## config.mk

```make
export PLATFORM = sky130hd
export DESIGN_NAME = wstc_div
export DESIGN_NICKNAME = d
export VERILOG_FILES = /design/src/design/wstc_div.sv
export SDC_FILE = /design/constraint.sdc
export NUM_CORES = 1
export LEC_CHECK = 0
export ABC_AREA = 1
export ABC_CLOCK_PERIOD_IN_PS = 8300
export BUFFER_PORTS_ARGS = -buffer_cell sky130_fd_sc_hd__buf_2
export CAP_MARGIN = 20
export CORE_UTILIZATION = 55
export DETAILED_ROUTE_END_ITERATION = 8
export PLACE_DENSITY = 0.85
export SYNTH_ARGS = -nofsm -noshare
export SYNTH_HDL_FRONTEND = slang
export SYNTH_SLANG_ARGS = --single-unit
```

## constraint.sdc

```tcl
create_clock -name aclk -period 8.3 [get_ports aclk]
set_clock_uncertainty 0.05 [all_clocks]
set_input_delay 0.83 -clock aclk [delete_from_list [all_inputs] [get_ports aclk]]
set_output_delay 0.83 -clock aclk [all_outputs]
set_load 0.05 [all_outputs]
```

## src/design/wstc_div.sv

```systemverilog
// Bit-serial restoring divider, one quotient bit per cycle
module wstc_div (
    input  logic        aclk,
    input  logic        aresetn,
    input  logic        start,
    input  logic [32:0] dividend,
    input  logic [15:0] divisor,
    output logic        done,
    output logic [32:0] quotient
);
    logic [32:0] dvd_reg;
    logic [15:0] dvs_reg;
    logic [15:0] rem_reg;
    logic [5:0]  cnt_reg;
    logic        busy_reg;
    logic        done_reg;
    logic [16:0] cur;
    logic        fits;

    // shift in one dividend bit and try a subtract
    assign cur  = {rem_reg, dvd_reg[32]};
    assign fits = cur >= {1'b0, dvs_reg};

    always_ff @(posedge aclk) begin
        if (!aresetn) begin
            busy_reg <= 1'b0;
            done_reg <= 1'b0;
            cnt_reg  <= '0;
        end else begin
            done_reg <= 1'b0;
            if (start) begin
                busy_reg <= 1'b1;
                cnt_reg  <= '0;
                dvd_reg  <= dividend;
                dvs_reg  <= divisor;
                rem_reg  <= '0;
            end else if (busy_reg) begin
                rem_reg <= fits ? 16'(cur - {1'b0, dvs_reg}) : cur[15:0];
                dvd_reg <= {dvd_reg[31:0], fits};
                cnt_reg <= cnt_reg + 6'd1;
                if (cnt_reg == 6'd32) begin
                    busy_reg <= 1'b0;
                    done_reg <= 1'b1;
                end
            end
        end
    end

    assign done     = done_reg;
    assign quotient = dvd_reg;
endmodule

```

## Word-level counts from Yosys, hierarchy flattened

Index checks and enable logic that the tools add are counted.

| operators by class | value |
|---|---|
| add/sub/neg operators | 2 |
| order comparisons | 1 |
| eq/ne operators | 1 |
| mux-type cells | 8 |
| bitwise operators | 2 |
| reductions and logical operators | 5 |

Operator list:

| cell | number |
|---|---|
| $mux 33 | 2 |
| $mux 16 | 2 |
| $ge 17x16->1 | 1 |
| $sub 16x16->16 | 1 |
| $add 6x1->6 const B | 1 |
| $eq 6x6->1 const B | 1 |
| $mux 1 | 4 |
| $reduce_and 2->1 | 2 |
| $reduce_or 3->1 | 1 |
| $not 1->1 | 2 |
| $reduce_bool 2->1 | 1 |
| $reduce_or 2->1 | 1 |

| word-level totals | value |
|---|---|
| flip-flop bits (word level) | 73 |
| input port bits | 52 |
| output and inout port bits | 34 |
| logic and storage cells | 25 |

## Logic depth before layout (Yosys ltp)

| depth | value |
|---|---|
| depth after elaboration | 4 |
| gate-level depth with buffers | 14 |
| gate-level depth less buffers | 14 |

## Worst setup path after synthesis

No wires, ideal clock.

| path | value |
|---|---|
| kind | input to register |
| start point | in start |
| end point | reg busy_reg |
| arrival | 4.024 ns |
| setup slack | 4.156 ns |
| stages on the path | 5 |
| cells stage by stage | buf_2 clkinv_1 a21oi_1 o21ai_0 inv_1 |

| between the ends | value |
|---|---|
| cells in the longest elaborated chain, start to end | 1 |

RTL lines:

| what | RTL line | text |
|---|---|---|
| from (decl) | 5 | `input logic start,` |
| $mux 1 | 31 | `if (start) begin` |
| to (signal assigned) | 26 | `busy_reg <= 1'b0;` |
| to (signal assigned) | 32 | `busy_reg <= 1'b1;` |
| to (signal assigned) | 42 | `busy_reg <= 1'b0;` |
| to (decl) | 15 | `logic busy_reg;` |

No other way between the ends.
A chain may end at the register's enable or synchronous reset.

## Final worst setup path

| path | value |
|---|---|
| start point | in start |
| end point | reg dvd_reg[23], in the netlist quotient[23], enable pin |

| between the ends | value |
|---|---|
| cells in the longest elaborated chain, start to end | 2 |

RTL lines:

| what | RTL line | text |
|---|---|---|
| $reduce_bool 2->1 (no source line) | -- |  |
| $reduce_and 2->1 (no source line) | -- |  |
| to (signal assigned) | 34 | `dvd_reg <= dividend;` |
| to (signal assigned) | 39 | `dvd_reg <= {dvd_reg[31:0], fits};` |
| to (decl) | 11 | `logic [32:0] dvd_reg;` |

No other way between the ends.

==> impl_metrics.toml <==
[critical_path]
r2r_cells = 13
critPathLaunchType = "input port"
cp-end-kind = "flop"
crit_buf_inv = 3
cp_max_fo = 36
rr_endpoint = "rem_reg[13]"
path_delay_family = "buffers and inverters"
worst-endpoint-arrival_ns = 2.82
rrSetupSlack_ns = 6.01
worstSetupPathType = "in2reg"
crit_chain = "buf_2, clkinv_1, a21oi_4, buf_4"
max_stage_delay_ns = 0.75
crit-reg2reg-launch = "rem_reg[2]"
slowest_stage = "a21oi_4"
crit_required_ns = 8.26

[layout]
fin_nets = 673
antennaDiodeCount = 0
layout-drive-gt1-share = 0.2488
final_cells = 706
largest_reg_flops = 33
final_common_cell = "nand2_1"
layout_common_cells = "nand2_1, buf_2, inv_1"
final_util = 0.6732
syn_to_final_growth_pct = 16.96

[placed_design]
dp_cells = 690
port_buffers = 85
dp_slack_ns = 5.093
hpwl_mm = 6.501
gp_congestion = 0.8477

[sta]
slew_headroom = 0.4221
worst_pin_slew_ns = 0.8650
fin_crit_sh = 0.3442
finalSetupViolCount = 0
tns_ns = 0
rsz0062_at_grt = "no"
fmax_mhz = 350.0
hold_viol_final = 0
holdWs_ns = 0.4718
slew_viol_final = 0
period_minus_slack_ns = 2.857
setup_ws_ns = 5.443

[run_status]
status = "completed"

[die]
ios = 86
die_w_um = 89.82
die_h_um = 89.82
initial_utilization = 0.5756
dieArea_um2 = 8067
rows = 31
core_region_area_um2 = 7370

[yosys]
ys_seq_area_frac = 0.4979
synthArstFlopShare = 0
synth_warnings = 0
syn-cell-area_um2 = 4242
syn_nets = 586
synth_cells = 515
avgSynthCellArea_um2 = 8.236
synth_edf_count = 65
yosysTopAreaCell = "edfxtp_1"
netlist_top_cells_area = "edfxtp_1, nand2_1, inv_1"
synth_top_cell_area_share = 0.4602
synthFlopType = "edfxtp_1"
ys_ff_latch = 73
synth_cell_types = 33

[min_path]
min_from = "cnt_reg[1]"
min-delay-path-class = "reg2reg"
whs_endpoint = "cnt_reg[1]"
holdPathStages = 2

[power_and_ir_drop]
ir_drop_v = 0.0001198
p_leak_nw = 2.510
power_density_nw_per_um2 = 203.9

[cts]
cts_hold_buf = 0
clk_latency_ns = 0.34
cts_buffers = 9
clk_pin_slew_ns = 0.08
cts_tree = "built"
post_cts_buffers = 0
cts.sinks = 73
htree_levels = 3
cts_root_buf = "clkbuf_8"
cts_resized = 0
clockBufferDepth = 2

[grt]
grt_pass1_vias = 3434
grt_max_degree = 52
grt_first_pass_wirelength_mm = 15.44
overflow = 0
antenna_found_initial = 0
track_usage = 0.2403

[route]
vias = 3508
antenna_left = 0
routedWlPerCell_um = 12.56
routed_wl_mm = 8.868
first_pass_iters = 4
dr.first_iter.drc_count = 186
drc = 0
routed_via_density = 4.969

[run]
maxCapViolations = 0
logic make-up (layout without fill, tap and decap cells):
| kind of cell | Yosys count | count (layout) | synth area share |
|---|---|---|---|
| adders and majority gates | 19 | 19 | 0.05782 |
| AOI/OAI and AO/OA | 15 | 15 | 0.02065 |
| buffers and inverters | 89 | 181 | 0.08525 |
| xor gates and xnor gates | 7 | 7 | 0.01445 |
| DFF | 73 | 73 | 0.4979 |
| and+or+nand+nor | 312 | 312 | 0.3239 |
per-layer routing:
layer  wire length [um]  up-vias  track usage  share of wire
met5                  0        -            0              0
met4                106        0      0.08470          0.012
met3                524       10      0.05838          0.059
met2               4371      109       0.3994           0.49
met1               3865     1603       0.3065           0.44
li1                   -     1786            -              -
area by class of cell:
type | instances | area [um^2]
clock buffer | 11 | 151.4
clock inverter | 5 | 61.31
fill | 603 | 2409
inverter | 78 | 292.8
multi-input combinational | 353 | 1779
sequential | 73 | 2112
tap | 99 | 123.9
timing repair buffer | 87 | 440.4
through the flow:
stage               total power, W  cell area [um^2]
floorplan                0.0006652              4242
global placement         0.0007129              4748
detailed placement       0.0007209              4748
CTS                       0.001015              4961
global route              0.001067              4961
finish                    0.001012              4961
worst max path at each step:
stage               start           end  slack [ns]  cells after the start
floorplan           start      busy_reg        4.16                      5
global placement    start  quotient[17]        5.21                      4
detailed placement  start  quotient[21]        5.09                      4
CTS                 start  quotient[24]        5.43                      4
global route        start      busy_reg        5.23                      6
finish              start  quotient[23]        5.44                      4
synthesized netlist by cell type (3+ instances only):
cell type,instances
nor3_1,5
ha_1,18
clkbuf_1,6
nand3_2,5
nand3b_1,4
nand3_1,19
inv_2,8
nand2_1,208
buf_2,3
nor2_2,12
nor2_1,33
inv_1,69
xor2_1,3
xnor2_1,4
a21oi_1,9
edfxtp_1,65
nand2_2,16
dfxtp_1,8
report_power, final:
part           internal, W  switching (W)  leakage (nW)
Sequential        0.000435      0.0000131         0.689
Combinational    0.0000860       0.000181          1.71
Clock             0.000158       0.000140         0.110
Total             0.000678       0.000333          2.51
tightest hold or removal path: cells and delay by family, from the launching register on:
family                 cells  cell delay (ns)
buffers and inverters      1             0.08
AOI/OAI and AO/OA          1             0.07
DFF                        1             0.33
Note: power is estimated with default switching activity, not from simulation.
