<file path="src/design/wstc_sqrt.sv">
// Digit-serial integer square root, two radicand bits per cycle
module wstc_sqrt (
    input  logic        aclk,
    input  logic        aresetn,
    input  logic        start,
    input  logic [47:0] radicand,
    output logic        done,
    output logic [23:0] root
);
    logic [47:0] rad_reg;
    logic [25:0] rem_reg;
    logic [23:0] root_reg;
    logic [4:0]  cnt_reg;
    logic        busy_reg;
    logic        done_reg;
    logic [27:0] cur;
    logic [27:0] trial;
    logic        fits;

    // one root digit per cycle
    assign cur   = {rem_reg, rad_reg[47:46]};
    assign trial = {2'b00, root_reg, 2'b01};
    assign fits  = cur >= trial;

    always_ff @(posedge aclk) begin
        if (!aresetn) begin
            busy_reg <= 1'b0;
            done_reg <= 1'b0;
            cnt_reg  <= '0;
        end else begin
            done_reg <= 1'b0;
            if (start) begin
                busy_reg <= 1'b1;
                cnt_reg  <= '0;
                rad_reg  <= radicand;
                rem_reg  <= '0;
                root_reg <= '0;
            end else if (busy_reg) begin
                rad_reg  <= {rad_reg[45:0], 2'b00};
                rem_reg  <= fits ? 26'(cur - trial) : cur[25:0];
                root_reg <= {root_reg[22:0], fits};
                cnt_reg  <= cnt_reg + 5'd1;
                if (cnt_reg == 5'd23) begin
                    busy_reg <= 1'b0;
                    done_reg <= 1'b1;
                end
            end
        end
    end

    assign done = done_reg;
    assign root = root_reg;
endmodule

</file>
<file path="config.mk">
export PLATFORM = sky130hd
export DESIGN_NAME = wstc_sqrt
export DESIGN_NICKNAME = d
export VERILOG_FILES = /design/src/design/wstc_sqrt.sv
export SDC_FILE = /design/constraint.sdc
export NUM_CORES = 1
export LEC_CHECK = 0
export BUFFER_PORTS_ARGS = -buffer_cell sky130_fd_sc_hd__buf_2
export CAP_MARGIN = 10
export CORE_ASPECT_RATIO = 1.25
export CORE_MARGIN = 8
export CORE_UTILIZATION = 60
export CTS_BUF_LIST = sky130_fd_sc_hd__clkbuf_4 sky130_fd_sc_hd__clkbuf_8
export DETAILED_ROUTE_END_ITERATION = 6
export MAX_ROUTING_LAYER = met4
export PLACE_DENSITY = 0.8
export SKIP_CTS_REPAIR_TIMING = 1
export SYNTH_ARGS = -nofsm -noshare
export SYNTH_HDL_FRONTEND = slang
export SYNTH_SLANG_ARGS = --single-unit
</file>
<file path="constraint.sdc">
create_clock -name aclk -period 5.54 [get_ports aclk]
set_clock_uncertainty 0.1 [all_clocks]
set_input_delay 0.554 -clock aclk [delete_from_list [all_inputs] [get_ports aclk]]
set_output_delay 0.554 -clock aclk [all_outputs]
set_load 0.1 [all_outputs]
</file>
==> Word-level counts from Yosys, hierarchy flattened <==
Cells that the tools add are included.
{ "totals": {"reg_bits": 105, "latch_bits": 0, "mem_bits_rw": 0, "rom_bits": 0, "input_bits": 51, "wordCells": 25, "mem_count": 0} }
{ "classes": {"addsub": 2, "mul": 0, "n_div": 0, "magnitude_cmp": 1, "n_eq_ne": 1, "shifts": 0, "n_mux": 9, "bitwise": 2, "reduce_logical": 4} }
{ "op_table": {"columns": ["cell", "n"], "rows": [
  ["48-bit 2-to-1 mux", 2],
  ["26-bit 2-to-1 mux", 2],
  ["28-bit by 26-bit >= comparator with 1-bit output", 1],
  ["26-bit subtractor", 1],
  ["24-bit 2-to-1 mux", 1],
  ["5-bit by 1-bit adder with 5-bit output (second input constant)", 1],
  ["5-bit == test (second input constant)", 1],
  ["1-bit 2-to-1 mux", 4],
  ["3-bit OR reduction", 1],
  ["1-bit NOT", 2],
  ["2-bit AND reduction", 1],
  ["2-bit nonzero test", 1],
  ["2-bit OR reduction", 1]
]} }

==> Longest topological paths before layout <==
Gate-level depths: netlist of run 1.
{ "logic_depth": {"word_depth": 4, "mapped_depth": 11} }

==> Least setup slack after synthesis of run 1 <==
Ideal clock, no wire load.
{ "synth_path": {"path_type": "input -> register", "start": "input start", "end": "register rad_reg[0], enable pin", "setup_ps": 451, "arrival_time_ps": 3185, "t_required_ps": 4989, "path_slack_ps": 1804, "path_stages": 4, "path_cell_list": "clkbuf_1 buf_1 o21ai_0 inv_1"} }
{ "synth_between": {"elab_chain_len": 2} }
{ "synth_rtl": {"columns": ["item", "line_no", "text"], "rows": [
  ["start: declaration", "5", "input logic start,"],
  ["2-bit nonzero test (no line)", null, null],
  ["2-bit AND reduction (no line)", null, null],
  ["end signal: assignment", "35", "rad_reg <= radicand;"],
  ["end signal: assignment", "39", "rad_reg <= {rad_reg[45:0], 2'b00};"],
  ["end: declaration", "10", "logic [47:0] rad_reg;"]
]} }
Every way passes these cells.
A chain may end at the register's enable or synchronous reset.

==> Final worst setup path of run 1 <==
{ "layout_path": {"start": "register root_reg[3] (netlist: root[3])", "end": "register rem_reg[1], data pin"} }
{ "layout_between": {"elab_chain_len": 3} }
{ "layout_rtl": {"columns": ["item", "line_no", "text"], "rows": [
  ["start: declaration", "12", "logic [23:0] root_reg;"],
  ["start signal: assignment", "41", "root_reg <= {root_reg[22:0], fits};"],
  ["28-bit by 26-bit >= comparator with 1-bit output", "23", "assign fits = cur >= trial;"],
  ["26-bit 2-to-1 mux", "40", "rem_reg <= fits ? 26'(cur - trial) : cur[25:0];"],
  ["26-bit 2-to-1 mux", "38", "end else if (busy_reg) begin"],
  ["end signal: assignment", "40", null],
  ["end: declaration", "11", "logic [25:0] rem_reg;"]
]} }
Every way passes these cells. The select of a mux whose other input is x is not followed.

==> reports/results.txt, run 1 <==
Synth-to-Final Area Change -> 10.8%
Clock root cell -> clkbuf_8
Die area -> 13400 µm²
Peak VDD IR -> 0.193 mV
First-pass GRT wire length -> 20200 µm
Final setup viols -> 0
FF-to-FF End -> rem_reg[1]
Cell Area, Synth -> 5970 µm²
Hold Startpoint -> radicand[0]
Total power draw -> 2.04 mW
Clock Latency Late Sink -> 0.38 ns
Cells on worst reg2reg path -> 10
Vias in the first global route -> 4318
Setup TNS -> 0 ns
Crit end category -> register
CTS H-tree depth -> 3
Largest net degree at the start of global routing -> 64
Final Cycle Share -> 0.590
Vias per Instance -> 5.89
Routed Antenna Nets -> 0
Ports -> 76
Main flop type after synthesis -> edfxtp_1
Detailed Place HPWL -> 8830 µm
Die X-Extent -> 105 µm
DR pass1 iterations -> 4
Crit-path max cell delay -> 0.68 ns
Largest register FFs -> 48
Routed via count -> 4202
Floorplan core area -> 9660 µm²
Max_cap viols -> 0
Status -> completed
Wire per inst -> 17.4 µm
Share of layout cells above drive strength 1 -> 0.286
Critical Path, Cell by Cell -> inv_1 -> ha_1 -> a21oi_1 -> o21ai_1 -> a31oi_2 -> o31ai_4 -> o21ai_4 -> a21o_1 -> nand2_4 -> a211oi_2
Worst Hold Class -> in -> reg
Crit Reg-Reg Startpoint -> root[3]
Worst slew pin tran -> 1.20 ns
Fmax achieved -> 306 MHz
EDFF count, synth -> 98
Slowest CP cell -> a21o_1
CP Max Fanout -> 20
Clk slew on worst S/H paths -> 0.11 ns
P per Cell Area -> 308 nW/µm²
Max_slew headroom -> 0.198
Clk sinks -> 105
Total grt overflow -> 0
GRT Resource Usage Total -> 0.192
Cell count after placement -> 698
# fillers -> 720
R2r setup slk -> 2.27 ns
Core Rows -> 40
Final-report hold violation count -> 0
Hold Path Sink -> rad_reg[0]
Final wirelength -> 12500 µm
Mapped Cells -> 519
CTS max path bufs -> 2
Avg Inst Size Synth -> 11.5 µm²
Area of the multi-input gates -> 2640 µm²
Pleak -> 2.57 nW
DRC viols -> 0
Startpoint types -> register
Warnings, synthesis -> 0
Slew Limit Fails -> 0
1st-iter DRT viols -> 286
Async S/R FF share, synth -> 0
Die Ht -> 128 µm
Inserted Diodes -> 0
Number of synthesized register bits -> 105
Worst Path Arrival -> 3.39 ns
Total CTS buffers -> 9
Synth Net Count -> 597
Sequential share of the synthesized area -> 0.516
Clock tree from TritonCTS -> done
I/O Buffers -> 75
Register Area -> 3080 µm²
Final nets -> 661
Required time worst endpoint -> 5.66 ns
Synth unique cells -> 62
Initial antenna violation count -> 0
Non-Filler Instances -> 714
Routability cong. -> 0.900
Tmin final -> 3.27 ns
RSZ-0062 raised after global routing -> no
Hold path depth -> 2
CP Class -> reg -> reg
Initial core utilization -> 0.618
## report_power, final
part	switching, mW	internal [mW]	total (mW)
clock network	0.286	0.218	0.503
registers	0.0270	0.945	0.972
logic	0.354	0.208	0.563
## layout by cell type, fill, tap and decap left out, types with 2 or more instances in the layout
| cell type | instances |
|---|---|
| a211oi_1 | 2 |
| o21ai_0 | 10 |
| buf_2 | 74 |
| mux2_2 | 46 |
| a31oi_2 | 2 |
| buf_4 | 3 |
| xor2_1 | 6 |
| a21oi_2 | 4 |
| ha_1 | 27 |
| nand3_2 | 2 |
| inv_1 | 34 |
| clkinv_2 | 2 |
| mux2i_1 | 3 |
| edfxtp_1 | 98 |
| o31ai_4 | 2 |
| o21a_1 | 3 |
| nor3b_1 | 2 |
| nor3_1 | 12 |
| o211ai_2 | 2 |
| a31oi_1 | 3 |
| and3_1 | 2 |
| nand2_1 | 16 |
| and2_1 | 4 |
| nand3_1 | 25 |
| clkbuf_8 | 9 |
| nand2b_1 | 4 |
| nor2_1 | 48 |
| xnor2_1 | 16 |
| o21bai_1 | 2 |
| a211oi_2 | 6 |
| a211o_1 | 2 |
| o211ai_1 | 8 |
| a21o_1 | 12 |
| o21ai_1 | 14 |
| a21oi_1 | 37 |
| nor2b_1 | 4 |
| dfxtp_1 | 7 |
| or3_1 | 2 |
| nand4_1 | 5 |
## worst max-delay path: cells and delay by family, from the launching register on
kind | cells | cell delay, ns
AO/OA/AOI/OAI | 7 | 2.00
adder cells (fa/ha/maj) | 1 | 0.38
flip-flops | 1 | 0.36
AND/OR/NAND/NOR | 1 | 0.20
buffers and inverters | 1 | 0.06
## cell families (layout without fill, tap and decap cells)
logic type,Yosys count,after routing,synth area share
flops,105,105,0.516
compound gates,119,119,0.143
simple gates,138,138,0.118
buf+inv,59,128,0.0417
fa+ha+maj,27,27,0.0566
xor+xnor,22,22,0.0323
mux,49,49,0.0918
## cell type report
cell class              count  area share
multi-input cells         355       0.399
well taps                 126      0.0238
flip-flops and latches    105       0.466
inverters                  35      0.0200
repair buffers             77      0.0594
clock buffers               9      0.0187
clock inverters             7      0.0132
## worst max-delay path by stage
stage               slack [ns]  depth (start not counted)           to  startpoint
finish                    2.27                         10   rem_reg[1]     root[3]
global route              2.00                         10  rem_reg[10]     root[3]
CTS                       2.28                         10   rem_reg[1]     root[3]
detailed placement        2.32                         10   rem_reg[1]     root[3]
global placement          2.37                         10   rem_reg[1]     root[3]
floorplan                 1.80                          4   rad_reg[0]       start
## through the flow
stage	worst slack, ns	hold slack (ns)	utilization	cell area [µm²]
finish	2.27	0.364	0.685	6620
global route	2.00	0.353	0.685	6620
CTS	2.28	0.346	0.685	6620
detailed placement	2.32	0.424	0.663	6400
global placement	2.37	0.396	0.663	6400
floorplan	1.80	0.372	-	5970
## Yosys cell counts, drive strengths merged, types with 10 or more instances
library cell | count | share of area
o21ai | 25 | 0.023
nand3 | 27 | 0.024
nand2 | 17 | 0.012
buf | 17 | 0.015
o211ai | 10 | 0.014
nor3 | 12 | 0.010
xnor2 | 16 | 0.023
mux2 | 46 | 0.087
a21oi | 42 | 0.040
a21o | 13 | 0.018
edfxtp | 98 | 0.49
inv | 35 | 0.022
nor2 | 48 | 0.030
ha | 27 | 0.057
## metal layers
metal	vias to the layer above	part of all wire	global-route usage	wire length, µm
met1	2013	0.42	0.217	5220
met3	20	0.056	0.0423	692
met5	-	0	-	0
li1	2045	-	-	-
met4	0	0.021	0.0800	259
met2	124	0.50	0.321	6280
Power figures use the tool's default switching activity.
==> run 2: changes to the inputs <==
- clock period: 5.54 -> 3.4 ns (I/O delays scaled with it)
==> run 2 against run 1 <==
Worst hold slack got worse by 0.21 ns; fmax grew 14%; die area unchanged; sequential share of layout area shrank 0.23 points; cell count rose by 0.84%; via count down 0.71%.
==> reports/results.txt, run 2 (same netlist as run 1, synthesis figures left out) <==
Place WS -> 0.562 ns (-1.76 ns)
Required time worst endpoint -> 3.38 ns (-2.28 ns)
CTS H-tree depth -> 3 (unchanged)
Commonest cells after routing, fill and taps aside -> 98 x edfxtp_1, 74 x buf_2, 48 x nor2_1
Final wirelength -> 12500 µm (+0.65%)
Clock root cell -> clkbuf_8
Vias per Instance -> 5.79 (-1.5%)
Worst slew pin tran -> 0.681 ns (-0.522 ns)
Worst Path Arrival -> 2.86 ns (-0.53 ns)
Crit-path max cell delay -> 0.40 ns (-0.28 ns)
WL met1 -> 5270 µm (+1.0%)
Fin util -> 0.688 (+0.00337)
Total grt overflow -> 0 (unchanged)
Status -> completed
Clock Latency Late Sink -> 0.36 ns (-0.02 ns)
Synth-to-Final Area Change -> 11.4%
Initial antenna violation count -> 0 (unchanged)
Final-report hold violation count -> 0 (unchanged)
Ports -> 76 (unchanged)
Tmin final -> 2.87 ns (-0.398 ns)
Final Cycle Share -> 0.845 (+0.254)
CTS max path bufs -> 2 (unchanged)
Clock tree from TritonCTS -> done
Largest register FFs -> 48 (unchanged)
Slowest CP cell -> a211oi_1
Routed Antenna Nets -> 0 (unchanged)
GRT Resource Usage Total -> 0.190 (-0.00189)
Routability cong. -> 0.947 (+5.2%)
# fillers -> 734 (+1.9%)
Startpoint types -> register
Slew Limit Fails -> 0 (unchanged)
DR top layer -> met4
Initial core utilization -> 0.618 (unchanged)
Final hold slack -> 0.155 ns (-0.209 ns)
RSZ-0062 raised after global routing -> no
Commonest non-fill, non-tap cell in the layout -> edfxtp_1
Total CTS buffers -> 9 (unchanged)
Setup TNS -> 0 ns (unchanged)
Peak VDD IR -> 0.385 mV (+99%)
Inserted Diodes -> 0 (unchanged)
Crit end category -> register
Pleak -> 2.57 nW (+0.38%)
Die Ht -> 128 µm (unchanged)
1st-iter DRT viols -> 234 (-18%)
Detailed Place HPWL -> 9060 µm (+2.7%)
CP Class -> reg -> reg
Final setup viols -> 0 (unchanged)
Post-route setup slack -> 0.527 ns (-1.74 ns)
Area of the multi-input gates -> 2640 µm² (unchanged)
Register Area -> 3080 µm² (unchanged)
Wire per inst -> 17.4 µm (-0.19%)
Critical Path, Cell by Cell -> inv_1 -> ha_1 -> a21o_1 -> a211oi_1 -> o211ai_1 -> o21ai_4 -> a21oi_4 -> buf_4 -> nor3_1 -> a211oi_2
Met3 WL post-DR -> 630 µm (-9.0%)
Clk sinks -> 105 (unchanged)
Core Rows -> 40 (unchanged)
Final nets -> 667 (+0.91%)
Vias in the first global route -> 4357 (+0.90%)
Die area -> 13400 µm² (unchanged)
Worst Hold Class -> in -> reg
Share of layout cells above drive strength 1 -> 0.290 (+0.00385)
DR pass1 iterations -> 4 (unchanged)
First-pass GRT wire length -> 20300 µm (+0.79%)
CP Max Fanout -> 17 (-15%)
P per Cell Area -> 485 nW/µm² (+58%)
Fmax achieved -> 348 MHz (+14%)
DRC viols -> 0 (unchanged)
Largest net degree at the start of global routing -> 57 (-11%)
Metal2 WL -> 6290 µm (about the same)
Max_cap viols -> 0 (unchanged)
Max_slew headroom -> 0.545 (+0.347)
Routed via count -> 4172 (-0.71%)
Clk slew on worst S/H paths -> 0.10 ns (about the same)
Floorplan core area -> 9660 µm² (unchanged)
Die X-Extent -> 105 µm (unchanged)
I/O Buffers -> 75 (unchanged)
[run 2: cell count changes in the layout (fill, tap and decap cells not counted), sizes merged]
cell,before,now
buf,77,83
bufinv,1,0
clkbuf,9,10
clkinv,4,2
clkinvlp,1,3
[run 2: layout make-up]
cell class,instances,share of cell area
sequential,105,0.464
inverter,35,0.0203
timing repair buffer,83,0.0696
tap,126,0.0237
clock buffer,10,0.0198
clock inverter,6,0.00602
multi-input combinational,355,0.397
[run 2: metal layers]
metal  global-route usage  up-vias
li1                     -     2050
met1                0.213     1969
met2                0.319      124
met3               0.0443       29
met4               0.0766        0
met5                    -        -
[run 2: worst paths after layout]
kind                     from          end  cells after the start  slack, ns
setup reg to reg     root[15]  rem_reg[10]                     10       0.53
hold reg to reg    cnt_reg[4]   cnt_reg[4]                      2       0.43
hold / removal    radicand[1]   rad_reg[1]                      2       0.15
setup / recovery     root[15]  rem_reg[10]                     10       0.53
[run 2: stage by stage]
stage	total power, mW	cell area [µm²]	instances
finish	3.23	6650	720
global route	3.37	6650	720
CTS	3.24	6650	720
detailed placement	2.54	6480	704
global placement	2.52	6480	704
floorplan	2.34	5970	519
[run 2: power by group]
group          switching (mW)  internal [mW]
clock                   0.436          0.276
combinational           0.583          0.353
sequential             0.0421           1.54
[run 2: critical path: cells and delay by family, from the launching register on]
kind,cells,cell delay (ns)
AOI/OAI and AO/OA,6,1.25
DFF,1,0.36
adders and majority gates,1,0.35
buffers and inverters,2,0.29
and+or+nand+nor,1,0.22
